--- src/hdl/swtn_pkg.sv ---
// ============================================================================
// swtn_pkg - shared types and constants for the skin weight top-4 normalizer
// Payload structs for the pair and result channels, slot cell control codes,
// and the Q1.15 constants used by the normalizer.
// ============================================================================
package swtn_pkg;

    // Default configuration
    localparam int INFLUENCES_DEF = 4;
    localparam int JOINT_BITS_DEF = 8;

    // Fixed field widths
    localparam int JOINT_W  = 8;
    localparam int WEIGHT_W = 16;
    localparam int SLOT_W   = 2;

    // Q1.15 unity and divider length (one quotient bit per step)
    localparam int unsigned Q15_ONE = 32768;
    localparam int DIV_STEPS = 16;

    // One influence pair request
    typedef struct packed {
        logic [JOINT_W-1:0]  joint_index;
        logic [WEIGHT_W-1:0] weight;
        logic                has_pair;
        logic                last_pair;
    } pair_t;

    // One normalized influence
    typedef struct packed {
        logic [JOINT_W-1:0]  out_joint;
        logic [WEIGHT_W-1:0] out_weight;
        logic [SLOT_W-1:0]   slot_number;
        logic                last_influence;
    } result_t;

    // What every slot cell does this cycle
    typedef enum logic [2:0] {
        CELL_HOLD,
        CELL_APPEND,
        CELL_INSERT,
        CELL_SORT,
        CELL_ROTATE,
        CELL_CLEAR
    } cell_mode_t;

    typedef struct packed {
        cell_mode_t mode;
        logic       sort_odd;
    } cell_ctrl_t;

endpackage

--- src/hdl/skin_weight_top4_normalize.sv ---
// ============================================================================
// skin_weight_top4_normalize - keep top influences of a vertex and normalize
// Collects (joint, weight) pairs in a chain of slot cells, keeps the largest
// weights once a vertex overflows, and emits the slots scaled to sum 1.0.
// ============================================================================
//
//  channel  | dir | handshake                  | payload
//  ---------+-----+----------------------------+------------------------
//  pair     | in  | pair_valid / pair_ready     | swtn_pkg::pair_t
//  result   | out | result_valid / result_ready | swtn_pkg::result_t
//
//  A pair that appends or inserts is taken in S_IDLE. The pair that first
//  overflows the slots passes through S_SORT, one odd/even sort phase per
//  slot in the cell chain, then S_INSERT. A closing request sums the slots
//  by rotating the chain in S_SUM, then per result runs S_DIV_START, the
//  divider in S_DIV_WAIT (skipped when the sum is 0 or 1.0) and S_PUT.
//  Reset clears the slots and the pair count. A stalled result only holds the
//  emit sequence; the output register lets the block take the next pair.
//
module skin_weight_top4_normalize #(
    parameter int INFLUENCES = swtn_pkg::INFLUENCES_DEF,
    parameter int JOINT_BITS = swtn_pkg::JOINT_BITS_DEF
) (
    input  logic              clk,
    input  logic              rst_n,
    input  logic              pair_valid,
    output logic              pair_ready,
    input  swtn_pkg::pair_t   pair,
    output logic              result_valid,
    input  logic              result_ready,
    output swtn_pkg::result_t result
);
    import swtn_pkg::*;

    localparam int CNT_W  = $clog2(INFLUENCES + 2);
    localparam int IDX_W  = $clog2(INFLUENCES + 1);
    localparam int SUM_W  = WEIGHT_W + $clog2(INFLUENCES + 1);
    localparam int JEXT_W = JOINT_W + JOINT_BITS;
    localparam int SEXT_W = IDX_W + SLOT_W;

    typedef enum logic [2:0] {
        S_IDLE,
        S_SORT,
        S_INSERT,
        S_SUM,
        S_DIV_START,
        S_DIV_WAIT,
        S_PUT
    } state_t;

    state_t                state_reg;
    logic [CNT_W-1:0]      count_reg;
    logic [IDX_W-1:0]      phase_reg;
    logic [IDX_W-1:0]      idx_reg;
    logic [SUM_W-1:0]      sum_reg;
    logic [JOINT_BITS-1:0] pend_joint_reg;
    logic [WEIGHT_W-1:0]   pend_weight_reg;
    logic                  pend_last_reg;
    logic [WEIGHT_W-1:0]   quot_reg;
    logic                  result_valid_reg;
    result_t               result_reg;

    logic                  accept;
    logic                  out_free;
    logic                  last_idx;
    logic                  bypass;
    logic                  div_start;
    logic                  div_done;
    logic [WEIGHT_W-1:0]   div_quot;
    logic [JEXT_W-1:0]     in_joint_ext;
    logic [JEXT_W-1:0]     out_joint_ext;
    logic [SEXT_W-1:0]     slot_ext;
    logic [JOINT_BITS-1:0] in_joint;
    logic [JOINT_BITS-1:0] new_joint;
    logic [WEIGHT_W-1:0]   new_weight;
    cell_ctrl_t            ctrl;

    logic [JOINT_BITS-1:0] cell_joint  [INFLUENCES];
    logic [WEIGHT_W-1:0]   cell_weight [INFLUENCES];
    logic                  cell_gt     [INFLUENCES];

    // handshake and small decodes
    assign pair_ready    = (state_reg == S_IDLE);
    assign accept        = pair_valid && pair_ready;
    assign out_free      = !result_valid_reg || result_ready;
    assign last_idx      = (idx_reg == IDX_W'(INFLUENCES - 1));
    assign bypass        = (sum_reg == '0) || (sum_reg == SUM_W'(Q15_ONE));
    assign div_start     = (state_reg == S_DIV_START) && !bypass;
    assign in_joint_ext  = JEXT_W'(pair.joint_index);
    assign in_joint      = in_joint_ext[JOINT_BITS-1:0];
    assign out_joint_ext = JEXT_W'(cell_joint[0]);
    assign slot_ext      = SEXT_W'(idx_reg);
    assign new_joint     = (state_reg == S_IDLE) ? in_joint : pend_joint_reg;
    assign new_weight    = (state_reg == S_IDLE) ? pair.weight : pend_weight_reg;

    // chain control
    always_comb
    begin
        ctrl.mode     = CELL_HOLD;
        ctrl.sort_odd = phase_reg[0];
        case (state_reg)
            S_IDLE:
            begin
                if (accept && pair.has_pair)
                begin
                    if (count_reg < CNT_W'(INFLUENCES))
                        ctrl.mode = CELL_APPEND;
                    else if (count_reg > CNT_W'(INFLUENCES))
                        ctrl.mode = CELL_INSERT;
                end
            end
            S_SORT:   ctrl.mode = CELL_SORT;
            S_INSERT: ctrl.mode = CELL_INSERT;
            S_SUM:    ctrl.mode = CELL_ROTATE;
            S_PUT:
            begin
                if (out_free)
                    ctrl.mode = last_idx ? CELL_CLEAR : CELL_ROTATE;
            end
            default:  ctrl.mode = CELL_HOLD;
        endcase
    end

    // slot cell chain; the last cell wraps to slot 0 for rotation
    for (genvar k = 0; k < INFLUENCES; k++)
    begin : g_cell
        logic [JOINT_BITS-1:0] pj, nj;
        logic [WEIGHT_W-1:0]   pw, nw;
        logic                  pg;

        if (k == 0)
        begin : g_first
            assign pj = '0;
            assign pw = '0;
            assign pg = 1'b0;
        end
        else
        begin : g_link
            assign pj = cell_joint[k-1];
            assign pw = cell_weight[k-1];
            assign pg = cell_gt[k-1];
        end

        if (k == INFLUENCES - 1)
        begin : g_wrap
            assign nj = cell_joint[0];
            assign nw = cell_weight[0];
        end
        else
        begin : g_next
            assign nj = cell_joint[k+1];
            assign nw = cell_weight[k+1];
        end

        swtn_cell #(
            .INFLUENCES (INFLUENCES),
            .JOINT_BITS (JOINT_BITS),
            .IDX        (k)
        ) u_cell (
            .clk         (clk),
            .rst_n       (rst_n),
            .ctrl        (ctrl),
            .append_sel  (count_reg == CNT_W'(k)),
            .new_joint   (new_joint),
            .new_weight  (new_weight),
            .prev_joint  (pj),
            .prev_weight (pw),
            .prev_gt     (pg),
            .next_joint  (nj),
            .next_weight (nw),
            .joint       (cell_joint[k]),
            .weight      (cell_weight[k]),
            .gt          (cell_gt[k])
        );
    end

    // weight scaler
    swtn_div #(
        .SUM_W (SUM_W)
    ) u_div (
        .clk      (clk),
        .rst_n    (rst_n),
        .start    (div_start),
        .dividend (cell_weight[0]),
        .divisor  (sum_reg),
        .done     (div_done),
        .quotient (div_quot)
    );

    // sequencer
    always_ff @(posedge clk or negedge rst_n)
    begin
        if (!rst_n)
        begin
            state_reg        <= S_IDLE;
            count_reg        <= '0;
            phase_reg        <= '0;
            idx_reg          <= '0;
            sum_reg          <= '0;
            pend_joint_reg   <= '0;
            pend_weight_reg  <= '0;
            pend_last_reg    <= 1'b0;
            quot_reg         <= '0;
            result_valid_reg <= 1'b0;
            result_reg       <= '0;
        end
        else
        begin
            // in S_PUT the output register is reloaded whenever it frees up
            if (result_valid_reg && result_ready && (state_reg != S_PUT))
                result_valid_reg <= 1'b0;

            case (state_reg)
                S_IDLE:
                begin
                    if (accept)
                    begin
                        if (pair.has_pair && (count_reg == CNT_W'(INFLUENCES)))
                        begin
                            // first overflow: sort slots, then insert
                            pend_joint_reg  <= in_joint;
                            pend_weight_reg <= pair.weight;
                            pend_last_reg   <= pair.last_pair;
                            count_reg       <= CNT_W'(INFLUENCES + 1);
                            phase_reg       <= '0;
                            state_reg       <= S_SORT;
                        end
                        else
                        begin
                            if (pair.has_pair && (count_reg < CNT_W'(INFLUENCES)))
                                count_reg <= count_reg + 1'b1;
                            if (pair.last_pair)
                            begin
                                sum_reg   <= '0;
                                idx_reg   <= '0;
                                state_reg <= S_SUM;
                            end
                        end
                    end
                end
                S_SORT:
                begin
                    phase_reg <= phase_reg + 1'b1;
                    if (phase_reg == IDX_W'(INFLUENCES - 1))
                        state_reg <= S_INSERT;
                end
                S_INSERT:
                begin
                    if (pend_last_reg)
                    begin
                        sum_reg   <= '0;
                        idx_reg   <= '0;
                        state_reg <= S_SUM;
                    end
                    else
                        state_reg <= S_IDLE;
                end
                S_SUM:
                begin
                    // slot 0 passes by once per cycle
                    sum_reg <= sum_reg + SUM_W'(cell_weight[0]);
                    if (last_idx)
                    begin
                        idx_reg   <= '0;
                        state_reg <= S_DIV_START;
                    end
                    else
                        idx_reg <= idx_reg + 1'b1;
                end
                S_DIV_START:
                begin
                    if (bypass)
                    begin
                        quot_reg  <= cell_weight[0];
                        state_reg <= S_PUT;
                    end
                    else
                        state_reg <= S_DIV_WAIT;
                end
                S_DIV_WAIT:
                begin
                    if (div_done)
                    begin
                        quot_reg  <= div_quot;
                        state_reg <= S_PUT;
                    end
                end
                S_PUT:
                begin
                    if (out_free)
                    begin
                        result_reg.out_joint      <= out_joint_ext[JOINT_W-1:0];
                        result_reg.out_weight     <= quot_reg;
                        result_reg.slot_number    <= slot_ext[SLOT_W-1:0];
                        result_reg.last_influence <= last_idx;
                        result_valid_reg          <= 1'b1;
                        if (last_idx)
                        begin
                            count_reg <= '0;
                            state_reg <= S_IDLE;
                        end
                        else
                        begin
                            idx_reg   <= idx_reg + 1'b1;
                            state_reg <= S_DIV_START;
                        end
                    end
                end
                default:
                    state_reg <= S_IDLE;
            endcase
        end
    end

    assign result_valid = result_valid_reg;
    assign result       = result_reg;

endmodule

--- src/hdl/swtn_cell.sv ---
// ============================================================================
// swtn_cell - one slot of the influence chain
// Holds a (joint, weight) pair. Appends, takes part in a stable descending
// insert, in odd/even transposition sort phases, rotates toward slot 0 and clears.
// ============================================================================
module swtn_cell #(
    parameter int INFLUENCES = swtn_pkg::INFLUENCES_DEF,
    parameter int JOINT_BITS = swtn_pkg::JOINT_BITS_DEF,
    parameter int IDX        = 0
) (
    input  logic                          clk,
    input  logic                          rst_n,
    input  swtn_pkg::cell_ctrl_t          ctrl,
    input  logic                          append_sel,
    input  logic [JOINT_BITS-1:0]         new_joint,
    input  logic [swtn_pkg::WEIGHT_W-1:0] new_weight,
    input  logic [JOINT_BITS-1:0]         prev_joint,
    input  logic [swtn_pkg::WEIGHT_W-1:0] prev_weight,
    input  logic                          prev_gt,
    input  logic [JOINT_BITS-1:0]         next_joint,
    input  logic [swtn_pkg::WEIGHT_W-1:0] next_weight,
    output logic [JOINT_BITS-1:0]         joint,
    output logic [swtn_pkg::WEIGHT_W-1:0] weight,
    output logic                          gt
);
    import swtn_pkg::*;

    localparam logic HAS_PREV = (IDX > 0);
    localparam logic HAS_NEXT = (IDX < INFLUENCES - 1);
    localparam logic IDX_ODD  = 1'(IDX % 2);
    localparam logic PREV_ODD = 1'((IDX + 1) % 2);

    logic [JOINT_BITS-1:0] joint_reg, joint_next;
    logic [WEIGHT_W-1:0]   weight_reg, weight_next;
    logic                  lower_act, upper_act;

    // new pair beats this slot
    assign gt = new_weight > weight_reg;

    // next slot contents
    always_comb
    begin
        joint_next  = joint_reg;
        weight_next = weight_reg;
        // this cell is the lower / upper half of a compare pair this phase
        lower_act = HAS_NEXT && (ctrl.sort_odd == IDX_ODD);
        upper_act = HAS_PREV && (ctrl.sort_odd == PREV_ODD);
        case (ctrl.mode)
            CELL_APPEND:
            begin
                if (append_sel)
                begin
                    joint_next  = new_joint;
                    weight_next = new_weight;
                end
            end
            CELL_INSERT:
            begin
                // slots are sorted: first slot the new weight beats takes it,
                // every slot after it shifts down one
                if (HAS_PREV && prev_gt)
                begin
                    joint_next  = prev_joint;
                    weight_next = prev_weight;
                end
                else if (gt)
                begin
                    joint_next  = new_joint;
                    weight_next = new_weight;
                end
            end
            CELL_SORT:
            begin
                // strict compare keeps equal weights in order
                if (lower_act && (next_weight > weight_reg))
                begin
                    joint_next  = next_joint;
                    weight_next = next_weight;
                end
                else if (upper_act && (weight_reg > prev_weight))
                begin
                    joint_next  = prev_joint;
                    weight_next = prev_weight;
                end
            end
            CELL_ROTATE:
            begin
                joint_next  = next_joint;
                weight_next = next_weight;
            end
            CELL_CLEAR:
            begin
                joint_next  = '0;
                weight_next = '0;
            end
            default:
            begin
                joint_next  = joint_reg;
                weight_next = weight_reg;
            end
        endcase
    end

    always_ff @(posedge clk or negedge rst_n)
    begin
        if (!rst_n)
        begin
            joint_reg  <= '0;
            weight_reg <= '0;
        end
        else
        begin
            joint_reg  <= joint_next;
            weight_reg <= weight_next;
        end
    end

    assign joint  = joint_reg;
    assign weight = weight_reg;

endmodule

--- src/hdl/swtn_div.sv ---
// ============================================================================
// swtn_div - serial Q1.15 weight scaler
// Computes floor(w * 32768 / sum) for w <= sum, one quotient bit per cycle
// by restoring division. The integer bit comes first, then 15 fraction bits.
// ============================================================================
module swtn_div #(
    parameter int SUM_W = 19
) (
    input  logic                          clk,
    input  logic                          rst_n,
    input  logic                          start,
    input  logic [swtn_pkg::WEIGHT_W-1:0] dividend,
    input  logic [SUM_W-1:0]              divisor,
    output logic                          done,
    output logic [swtn_pkg::WEIGHT_W-1:0] quotient
);
    import swtn_pkg::*;

    localparam int STEP_W = $clog2(DIV_STEPS);

    logic                busy_reg;
    logic                done_reg;
    logic [STEP_W-1:0]   step_reg;
    logic [SUM_W:0]      rem_reg;
    logic [WEIGHT_W-1:0] quot_reg;
    logic [SUM_W:0]      cand;
    logic [SUM_W:0]      div_ext;
    logic                take;

    // trial subtract; first step uses the remainder unshifted
    always_comb
    begin
        cand    = (step_reg == '0) ? rem_reg : {rem_reg[SUM_W-1:0], 1'b0};
        div_ext = {1'b0, divisor};
        take    = cand >= div_ext;
    end

    // control
    always_ff @(posedge clk or negedge rst_n)
    begin
        if (!rst_n)
        begin
            busy_reg <= 1'b0;
            done_reg <= 1'b0;
            step_reg <= '0;
        end
        else
        begin
            // done pulses for one cycle after the last step
            done_reg <= !start && busy_reg && (step_reg == STEP_W'(DIV_STEPS - 1));
            if (start)
            begin
                busy_reg <= 1'b1;
                step_reg <= '0;
            end
            else if (busy_reg)
            begin
                step_reg <= step_reg + 1'b1;
                if (step_reg == STEP_W'(DIV_STEPS - 1))
                    busy_reg <= 1'b0;
            end
        end
    end

    // datapath
    always_ff @(posedge clk)
    begin
        if (start)
        begin
            rem_reg  <= (SUM_W + 1)'(dividend);
            quot_reg <= '0;
        end
        else if (busy_reg)
        begin
            rem_reg  <= take ? (cand - div_ext) : cand;
            quot_reg <= {quot_reg[WEIGHT_W-2:0], take};
        end
    end

    assign done     = done_reg;
    assign quotient = quot_reg;

endmodule
--- config.mk ---
export PLATFORM = sky130hd
export DESIGN_NAME = skin_weight_top4_normalize
export DESIGN_NICKNAME = d
export VERILOG_FILES = /design/src/hdl/swtn_pkg.sv /design/src/hdl/skin_weight_top4_normalize.sv /design/src/hdl/swtn_cell.sv /design/src/hdl/swtn_div.sv
export SDC_FILE = /design/constraint.sdc
export NUM_CORES = 1
export LEC_CHECK = 0
export BUFFER_PORTS_ARGS = -buffer_cell sky130_fd_sc_hd__buf_2
export CAP_MARGIN = 10
export CORE_ASPECT_RATIO = 1.2
export CORE_MARGIN = 10
export CORE_UTILIZATION = 50
export DETAILED_ROUTE_END_ITERATION = 7
export PLACE_DENSITY = 0.76
export RECOVER_POWER = 100
export SYNTH_ARGS = -nofsm -noshare
export SYNTH_HDL_FRONTEND = slang
export SYNTH_HIERARCHICAL = 1
export SYNTH_SLANG_ARGS = --single-unit
--- constraint.sdc ---
create_clock -name clk -period 5.57 [get_ports clk]
set_input_delay 0.8355 -clock clk [delete_from_list [all_inputs] [get_ports clk]]
set_output_delay 0.8355 -clock clk [all_outputs]
set_load 0.01 [all_outputs]
### Word level (Yosys, flattened, before mapping)

Cells that the tools add are included.

* word-level logic and storage cells: 229
* bits in writable memories: 0
* bits in read-only memories: 0
* memories kept: 0
* flip-flop bits (word level): 238
* bits of input ports: 30
* latch bits: 0

* muxes and demuxes: 98
* add/sub/neg operators: 6
* divide/modulo/power cells: 0
* $lt $le $gt $ge: 10
* bitwise operators: 1
* multiply operators: 0
* eq/ne operators: 46
* reduce and logical (&&, ||, !) cells: 40
* shift-type cells: 0

Operators with widths (number)
* $mux W16: 22
* $pmux W16 S5: 4
* $pmux W8 S5: 4
* $mux W8: 18
* $gt A16 B16 Y1: 7
* $mux W19: 4
* $mux W3: 23
* $pmux W19 S3: 1
* $mux W20: 2
* $pmux W16 S2: 1
* $eq A3 B2 Y1 const B: 8
* $ne A2 B1 Y1 const B: 11
* $ne A3 B1 Y1 const B: 7
* $pmux W3 S7: 1
* $ge A20 B19 Y1: 1
* $sub A20 B19 Y20: 1
* $add A19 B16 Y19: 1
* $eq A19 B16 Y1 const B: 1
* $logic_not A19 Y1: 1
* $eq A3 B3 Y1 const B: 6
* $ne A2 B2 Y1 const B: 8
* $reduce_and A4 Y1: 4
* $pmux W3 S5: 1
* $logic_and A1 B1 Y1: 12
* 26 further kinds: 52

### Depth between registers and ports, before layout

Gate-level depths: netlist of the first run.

* word-level depth: 8
* gate-level depth with buffers: 19

### Cells and area by module

The synthesis of the first run kept the hierarchy.

By module, submodules not included
* skin_weight_top4_normalize: area an instance 5544.1 um2, cells an instance 490, instances 1, seq. area each 2502.4 um2
* swtn_div: area an instance 3344.5 um2, cells an instance 383, instances 1, seq. area each 1031.0 um2
* swtn_cell (g_cell[1].u_cell): area an instance 3064.2 um2, cells an instance 331, instances 1, seq. area each 600.6 um2
* swtn_cell (g_cell[2].u_cell): area an instance 2946.6 um2, cells an instance 339, instances 1, seq. area each 600.6 um2
* swtn_cell (g_cell[3].u_cell): area an instance 2195.9 um2, cells an instance 229, instances 1, seq. area each 600.6 um2
* swtn_cell (g_cell[0].u_cell): area an instance 1956.9 um2, cells an instance 194, instances 1, seq. area each 600.6 um2

### Least setup slack after synthesis of the first run

No wires, ideal clock.

* path kind: reg2reg
* start point: reg state_reg[0]
* end point: reg g_cell[3].u_cell.joint_reg[0]
* path slack: 1259 ps
* data arrival time: 4176 ps
* path buffers: 4
* stages on the path, launching flop included: 16
* cells stage by stage: dfrtp_1 -> clkbuf_1 -> nor3_1 -> buf_2 -> buf_1 -> mux2_2 -> ha_1 -> nand4_1 -> a2111o_1 -> a31oi_1 -> nor2_1 -> nor3_1 -> a21oi_1 -> dlygate4sd1_1 -> a222oi_1 -> mux2i_1

RTL lines
* start, declared: RTL line skin_weight_top4_normalize.sv:51 `state_t state_reg;`
* start signal, assigned: RTL line skin_weight_top4_normalize.sv:195 `state_reg <= S_IDLE;`
* start signal, assigned: RTL line skin_weight_top4_normalize.sv:226 `state_reg <= S_SORT;`
* start signal, assigned: RTL line skin_weight_top4_normalize.sv:236 `state_reg <= S_SUM;`
* end signal, assigned: RTL line swtn_cell.sv:113 `joint_reg <= joint_next;`
* end, declared: RTL line swtn_cell.sv:33 `logic [JOINT_BITS-1:0] joint_reg, joint_next;`

==> flow_summary.toml, run 1 <==
[floorplanning]
placementRows = 78
die_w_um = 198
coreArea_mm2 = 0.0378
fp.dieArea_mm2 = 0.0463
die_h_um = 234
io-pin-count = 59
initial_utilization_pct = 50.4

[cts]
holdBufCountCts = 0
cts_tree = "built"
ctsLongestPathBuffers = 3
cts_resized = 0
cts_buffers = 26
postCtsSetupBuffers = 0
htreeDepth = 1
cts_root_buffer = "clkbuf_16"
insertion_delay_ns = 0.56
cts.sinks = 238
path_clk_slew_ns = 0.06

[timing]
final_max_slew_viol_count = 194
finalCriticalPeriod_ns = 4.91
rsz0062_at_grt = "false"
whs_ns = 0.490
clock_skew_ns = 0.0149
setup_violations = 0
fin_crit_sh_pct = 88.2
worstMarginPinSlew_ns = 2.96
final.setup.tns_ns = 0
slew_headroom_pct = -97.6
finalHoldViolCount = 0
max_freq_mhz = 204

[detailed_routing]
wl_per_cell_um = 21.9
drt_wl_total_mm = 54.5
drtIter0Drc = 1395
antenna_left = 0
via_count = 15941
drcViolationCount = 0
drt_first_pass_iters = 6
viasPerCell = 6.40

[layout]
final_nets = 2232
fill_cells = 3341
seqCellArea_mm2 = 0.00594
finalNonFillerCells = 2491
fin_util_pct = 53.4
layout-drive-gt1-share_pct = 15.2
syn_to_final_growth_pct = 5.86
postLayoutCellArea_mm2 = 0.0202
largest_reg_flops = 64
multi_input_area_mm2 = 0.0116
num_antenna_cells = 0

[critical_path]
cp-end-kind = "flop"
path_cells = "buf_4 -> nor3_1 -> buf_4 -> mux2_2 -> ha_1 -> a21oi_1 -> nor2_1 -> a211oi_1 -> a31oi_1 -> nor3_2 -> clkbuf_2 -> inv_1 -> o221ai_4 -> buf_4 -> nand2_1 -> o31ai_1"
worstPathArrival_ns = 5.35
critPathKind = "reg2reg"
crit_top_cell = "buf_4"
crit_slowest_cell = "clkbuf_2"
required_ns = 6.01
crit_fanout = 48
slowest_delay_ns = 0.53
critPathLaunchType = "flop"

[global_route]
grt_max_degree = 112
antenna_found_initial = 0
grt_pass1_vias = 16210
overflow = 0
grtUsageTotal_pct = 23.3
grt_first_pass_wirelength_mm = 86.9

[outcome]
outcome = "finished with violations"
violations = "max-capacitance violations, max-slew violations"

[placement]
post_dp_cell_area_mm2 = 0.0196
io_buffers = 58
placedCellCount = 2443
gp_congestion = 0.990
place_hpwl_mm = 40.7

[power_and_ir_drop]
p_leak_nw = 9.60
peakVddDrop_mv = 0.245
pwr_density_cell_mw_per_mm2 = 300

[logic_synthesis]
syn_area_mm2 = 0.0190
syn_area_per_cell_um2 = 9.69
ys_warn_count = 6
synth_fp_nets = 2205
syn_inst = 1964

[run]
maxCapViolCount = 4

[min_path]
hold_class = "reg2reg"
[through the flow]
| stage | setup WS [ns] | power [mW] |
|---|---|---|
| detailed placement | 0.951 | 4.34 |
| global placement | 1.06 | 4.25 |
| finish | 0.658 | 6.06 |
| CTS | 0.957 | 6.08 |
| floorplan | 1.26 | 3.70 |
| global route | 0.374 | 6.38 |
[layer usage]
layer  GRT usage (%)  share of wire [%]  vias to the layer above
met5               0                  0                        -
met4            14.7                6.6                        0
met1            26.8                 39                     7800
li1                -                  -                     7360
met2            40.5                 49                      581
met3            2.64                5.2                      200
[final timing paths]
path / end / slack, ns / cells past startpoint / startpoint
min: u_div/rem_reg[19] / 0.49 / 2 / u_div/rem_reg[19]
min in group asynchronous: pend_joint_reg[2] / 1.18 / 1 / rst_n
max in group asynchronous: g_cell[1].u_cell/weight[12] / 1.14 / 2 / rst_n
min reg2reg: u_div/rem_reg[19] / 0.49 / 2 / u_div/rem_reg[19]
max reg2reg: g_cell[2].u_cell/joint[6] / 0.66 / 16 / state_reg[1]
max: g_cell[2].u_cell/joint[6] / 0.66 / 16 / state_reg[1]
[where the power goes]
part	switching, mW	leakage, nW	internal (mW)
clock network	0.734	0.430	1.01
registers	0.271	2.64	1.92
logic	1.25	6.53	0.862
[cell usage in the layout (no fill, tap or decap), types with 15 or more instances in the layout]
master,n
xnor2_1,16
edfxtp_1,16
buf_2,28
a222oi_1,22
o31ai_2,23
a21oi_1,124
a221oi_1,48
nand2_1,151
dfrtp_1,202
a31oi_1,15
dfxtp_1,20
mux2_2,120
a21o_1,61
nor2b_1,45
ha_1,209
nand4_1,38
nand2b_1,15
buf_4,19
nand3_1,32
mux2i_1,59
clkbuf_16,27
a22oi_1,20
nor2_1,101
o31ai_1,33
o21ai_0,66
clkbuf_1,38
mux2_1,18
inv_1,176
[area by class of cell]
type	count	share of cell area (%)
Sequential cell	238	29.4
Inverter	180	3.35
Clock inverter	10	0.441
Tap cell	480	2.98
Multi-Input combinational cell	1460	57.7
Timing Repair Buffer	85	2.22
Clock buffer	38	3.85
[critical path: cells and delay by family, from the launching register on]
family,cells,cell delay [ns]
buffers and inverters,5,1.78
adder cells (fa/ha/maj),1,0.35
flip-flops,1,0.36
multiplexers,1,0.50
AO/OA/AOI/OAI,5,1.14
AND/OR/NAND/NOR,4,0.59
Power figures use the tool's default switching activity.
==> inputs of run 2 (changes only) <==
--- a/config.mk
+++ b/config.mk
@@ -11,7 +11,7 @@
 export CORE_MARGIN = 10
 export CORE_UTILIZATION = 50
 export DETAILED_ROUTE_END_ITERATION = 7
-export PLACE_DENSITY = 0.76
+export PLACE_DENSITY = 0.79
 export RECOVER_POWER = 100
 export SYNTH_ARGS = -nofsm -noshare
 export SYNTH_HDL_FRONTEND = slang
==> constraint.sdc (replaced) <==
create_clock -name clk -period 4 [get_ports clk]
set_input_delay 0.6 -clock clk [delete_from_list [all_inputs] [get_ports clk]]
set_output_delay 0.6 -clock clk [all_outputs]
set_load 0.01 [all_outputs]
==> run 2 against run 1 <==
  * The flow still finishes with violations (max-capacitance violations, max-slew violations)
  * Worst hold slack worse by 0.22 ns
  * Sequential power up 37%
  * Global-route usage up 1.0 points
==> flow_summary.toml, run 2 (synthesized netlist as in run 1, its figures left out) <==
[floorplanning]
fp.dieArea_mm2 = 0.0463
die_w_um = 198
initial_utilization_pct = 50.4
die_h_um = 234
placementRows = 78
io-pin-count = 59
coreArea_mm2 = 0.0378

[cts]
insertion_delay_ns = 0.58
cts.sinks = 238
cts_buffers = 27
cts_root_buffer = "clkbuf_16"
ctsLongestPathBuffers = 3
htreeDepth = 1
path_clk_slew_ns = 0.06
cts_tree = "built"

[global_route]
overflow = 0
grt_pass1_vias = 16765
grtUsageTotal_pct = 24.3
grt_max_degree = 113
antenna_found_initial = 0
grt_first_pass_wirelength_mm = 89.9

[placement]
io_buffers = 58
post_dp_cell_area_mm2 = 0.0203
gp_congestion = 1.01
place_hpwl_mm = 42.0
placedCellCount = 2526

[power_and_ir_drop]
power_frac_clock_pct = 29.5
pwr_density_cell_mw_per_mm2 = 420
peakVddDrop_mv = 0.429
swShare_pct = 37.2
p_leak_nw = 10.2
p_int_mw = 5.57
power_frac_seq_pct = 33.8
pwr-share-comb_pct = 36.7
switchingPower_mw = 3.30

[layout]
layout-drive-gt1-share_pct = 19.6
syn_to_final_growth_pct = 10.8
largest_reg_flops = 64
postLayoutCellArea_mm2 = 0.0211
final_common_cell = "ha_1"
fin_util_pct = 55.8
final_nets = 2317
final_cell_mix = "ha_1 (209), dfrtp_1 (202), inv_1 (176), nand2_1 (151), a21oi_1 (123)"
num_antenna_cells = 0
finalNonFillerCells = 2577

[critical_path]
crit_top_cell = "a21o_1"
path_cells = "nor3_4 -> buf_12 -> mux2_2 -> buf_4 -> ha_1 -> a21o_1 -> a21o_1 -> a2111oi_1 -> nand3b_1 -> o211ai_4 -> clkbuf_1 -> mux2i_1"
crit_fanout = 17
required_ns = 4.49
critPathKind = "reg2reg"
cp-end-kind = "flop"
slowest_delay_ns = 0.58
critPathLaunchType = "flop"
worstPathArrival_ns = 4.37
rrSetupSlack_ns = 0.12
crit_family = "compound AO/OA/AOI/OAI gates"
path_buf_inv = 3
crit_slowest_cell = "a2111oi_1"

[detailed_routing]
drcViolationCount = 0
drt_first_pass_iters = 8
route.met2.wl_mm = 28.8
wl_per_cell_um = 22.3
met3_length_mm = 3.29
drtIter0Drc = 1360
wl_met1_mm = 21.0
drt_wl_total_mm = 57.3
top_layer = "met4"
viasPerCell = 6.41
antenna_left = 0
via_count = 16527

[outcome]
outcome = "finished with violations"
violations = "max-capacitance violations, max-slew violations"

[timing]
worstMarginPinSlew_ns = 2.79
finalCriticalPeriod_ns = 3.88
rsz0062_at_grt = "false"
finalHoldViolCount = 0
clock_skew_ns = 0.00927
slew_headroom_pct = -86.2
final_max_slew_viol_count = 169
fin_crit_sh_pct = 97.1
setup_violations = 0
max_freq_mhz = 257

[min_path]
hold_class = "in2reg"

[run]
maxCapViolCount = 3
run 2: cell count changes in the layout (fill, tap and decap cells not counted), moves of 3 or more:
cell and delta:
buf_4 +69, a221oi_2 +13, buf_12 +8, clkbuf_4 +3
a221oi_1 -13
run 2: routing by layer:
| metal | global-route usage (%) | vias up |
|---|---|---|
| met4 | 16.8 | 0 |
| met5 | 0 | - |
| met3 | 3.53 | 274 |
| met1 | 26.3 | 8031 |
| met2 | 43.1 | 707 |
| li1 | - | 7515 |
run 2: cell type report:
cell class | count | area (um2)
inverters | 180 | 676
flip-flops and latches | 238 | 5940
fillers | 3259 | 16700
multi-input cells | 1460 | 11800
clock inverters | 15 | 184
clock buffers | 35 | 756
repair buffers | 169 | 1170
well taps | 480 | 601
run 2: stage by stage:
stage | power [mW] | setup TNS [ns] | setup slack, ns | hold slack, ns
after global routing | 9.36 | 0 | 0.00657 | 0.264
after floorplan | 5.16 | -0.279 | -0.0354 | 0.304
after CTS | 8.90 | 0 | 0.0564 | 0.175
after detailed placement | 6.23 | 0 | 0.130 | 0.489
after global placement | 6.12 | 0 | 0.181 | 0.472
final | 8.87 | 0 | 0.115 | 0.265
run 2: power groups by stage:
stage          Clock (mW)  Combinational [mW]  Sequential [mW]
2_1_floorplan           0                2.23             2.93
3_3_place_gp            0                3.10             3.03
3_5_place_dp            0                3.20             3.03
4_1_cts              2.68                3.23             2.99
5_1_grt              2.77                3.56             3.02
6_report             2.62                3.25             3.00
run 2: final timing paths:
kind	to	startpoint	depth (start not counted)
setup / recovery	g_cell[3].u_cell/weight[6]	state_reg[0]	12
hold / removal	pend_joint_reg[7]	pair[25]	2
setup reg to reg	g_cell[3].u_cell/weight[6]	state_reg[0]	12
hold reg to reg	u_div/rem_reg[19]	u_div/rem_reg[19]	2
max in group asynchronous	result[2]	rst_n	2
min in group asynchronous	g_cell[1].u_cell/joint[6]	rst_n	1
run 2: repair_timing:
| item | 4_1_cts | 5_1_grt |
|---|---|---|
| setup endpoints to repair | 0 | 53 |
| resized for setup | 0 | 7 |
| hold buffers | 0 | 0 |
| setup buffers | 0 | 1 |
==> inputs of run 3 (changes only) <==
--- a/config.mk
+++ b/config.mk
@@ -5,13 +5,14 @@
 export SDC_FILE = /design/constraint.sdc
 export NUM_CORES = 1
 export LEC_CHECK = 0
-export BUFFER_PORTS_ARGS = -buffer_cell sky130_fd_sc_hd__buf_2
 export CAP_MARGIN = 10
 export CORE_ASPECT_RATIO = 1.2
 export CORE_MARGIN = 10
 export CORE_UTILIZATION = 50
 export DETAILED_ROUTE_END_ITERATION = 7
-export PLACE_DENSITY = 0.79
+export DONT_BUFFER_PORTS = 1
+export HOLD_SLACK_MARGIN = 0.05
+export PLACE_DENSITY = 0.78
 export RECOVER_POWER = 100
 export SYNTH_ARGS = -nofsm -noshare
 export SYNTH_HDL_FRONTEND = slang
==> run 3 against run 2 <==
  * The flow finishes with violations (design-rule violations, negative hold slack, max-capacitance violations, max-slew violations)
  * Fmax up 0.63%
  * Sequential cell count unchanged
  * Combinational power down 2%
  * Critical path depth up 3
  * Clock skew up 0.021 ns
  * Worst hold slack worse by 0.53 ns
  * Worst setup slack better by 0.024 ns
==> flow_summary.toml, run 3 (synthesized netlist as in run 1, its figures left out) <==
[cts]
cts_buffers = 26
insertion_delay_ns = 0.57
ctsLongestPathBuffers = 3
cts_root_buffer = "clkbuf_16"
path_clk_slew_ns = 0.07
cts.sinks = 238
htreeDepth = 1
cts_tree = "built"

[floorplanning]
fp.dieArea_mm2 = 0.0463
initial_utilization_pct = 50.4
die_w_um = 198
die_h_um = 234
placementRows = 78
io-pin-count = 59
coreArea_mm2 = 0.0378

[global_route]
grt_first_pass_wirelength_mm = 90.5
grt_max_degree = 203
grt_pass1_vias = 16287
grtUsageTotal_pct = 24.5
antenna_found_initial = 0
overflow = 0

[timing]
whs_ns = -0.265
max_freq_mhz = 259
fin_crit_sh_pct = 96.5
finalHoldViolCount = 202
setup_violations = 0
final_max_slew_viol_count = 53
finalCriticalPeriod_ns = 3.86
clock_skew_ns = 0.0300
slew_headroom_pct = -29.5
worstMarginPinSlew_ns = 1.94
setup_ws_ns = 0.140

[critical_path]
path_cells = "nor3_4 -> buf_8 -> buf_4 -> mux2_2 -> ha_1 -> nand4_1 -> a2111o_1 -> a31oi_1 -> buf_4 -> buf_4 -> nor3_1 -> a311oi_2 -> o211ai_4 -> buf_4 -> mux2_4"
crit_slowest_cell = "dfrtp_1"
crit_top_cell = "buf_4"
worstPathArrival_ns = 4.30
critPathKind = "reg2reg"
slowest_delay_ns = 0.40
cp-end-kind = "flop"
crit_fanout = 13
required_ns = 4.44
critPathLaunchType = "flop"

[detailed_routing]
drt_wl_total_mm = 58.9
viasPerCell = 6.52
drcViolationCount = 23
via_count = 16330
wl_per_cell_um = 23.5
drtIter0Drc = 1387
drt_first_pass_iters = 8
antenna_left = 0

[power_and_ir_drop]
p_leak_nw = 9.95
peakVddDrop_mv = 0.409
fin_total_pwr_mw = 8.78
pwr_density_cell_mw_per_mm2 = 421

[layout]
num_antenna_cells = 0
largest_reg_flops = 64
final_nets = 2245
layout-drive-gt1-share_pct = 18.3
fill_cells = 3225
final_cell_mix = "ha_1 (209), dfrtp_1 (202), inv_1 (176), nand2_1 (151), a21oi_1 (123)"
final_common_cell = "ha_1"
finalNonFillerCells = 2503
syn_to_final_growth_pct = 9.46

[outcome]
outcome = "finished with violations"
violations = "design-rule violations, negative hold slack, max-capacitance violations, max-slew violations"

[run]
maxCapViolCount = 2

[placement]
place_hpwl_mm = 42.7
gp_congestion = 0.975
place_ws_ns = -0.00302
placedCellCount = 2448
io_buffers = 0

[min_path]
hold_class = "in2async"
==> run 3: path summary, 6_finish.rpt <==
path | slack (ns) | start | to | cells past startpoint
hold / removal | -0.27 | rst_n | g_cell[2].u_cell/weight[6] | 0
setup / recovery | 0.14 | state_reg[0] | g_cell[3].u_cell/weight[15] | 15
min in group clk | 0.19 | pair[15] | pend_weight_reg[13] | 1
max in group asynchronous | 3.98 | rst_n | result[2] | 0
hold reg to reg | 0.50 | pend_weight_reg[4] | pend_weight_reg[4] | 1
setup reg to reg | 0.14 | state_reg[0] | g_cell[3].u_cell/weight[15] | 15
==> run 3: critical path: cells and delay by family, from the launching register on <==
family	cells	cell delay (ns)
buffers and inverters	5	0.81
DFF	1	0.40
adders and majority gates	1	0.31
AOI/OAI and AO/OA	4	1.05
muxes	2	0.67
and+or+nand+nor	3	0.48
==> run 3: power by group <==
part	total [mW]	switching (mW)	internal [mW]
clock network	2.53	1.02	1.50
logic	3.20	1.84	1.36
registers	3.05	0.377	2.67
total	8.78	3.25	5.53
==> run 3: final cells by class <==
class	count	area (um2)	share of cell area, %
clock buffers	40	763	3.66
clock inverters	7	123	0.588
inverters	180	676	3.24
multi-input cells	1460	11800	56.8
flip-flops and latches	238	5940	28.5
well taps	480	601	2.88
repair buffers	98	896	4.30
==> run 3: routing by layer <==
layer	global-route usage [%]	vias to the layer above	wire (um)	share of wire [%]
met4	16.5	0	4210	7.1
li1	-	7361	-	-
met5	0	-	0	0
met1	28.0	7981	22200	38
met2	42.0	753	28800	49
met3	3.41	235	3760	6.4
==> run 3: repair_timing <==
item | in CTS | in global routing
resized for setup | 0 | 13
pin swaps | 1 | 3
gates cloned | 0 | 3
hold endpoints to repair | 202 | 202
buffers inserted | 1 | 4
endpoints found under the setup margin | 15 | 72
==> run 3: per-stage QoR <==
stage / util (%) / hold WS, ns / cell area (um2) / TNS (ns)
2_1_floorplan: - / 0.304 / 19100 / -0.279
3_3_place_gp: 52.7 / 0.312 / 19900 / 0
3_5_place_dp: 52.7 / 0.312 / 19900 / -0.00302
4_1_cts: 55.0 / -0.282 / 20800 / 0
5_1_grt: 55.2 / -0.277 / 20800 / -0.0663
6_report: 55.2 / -0.265 / 20800 / 0
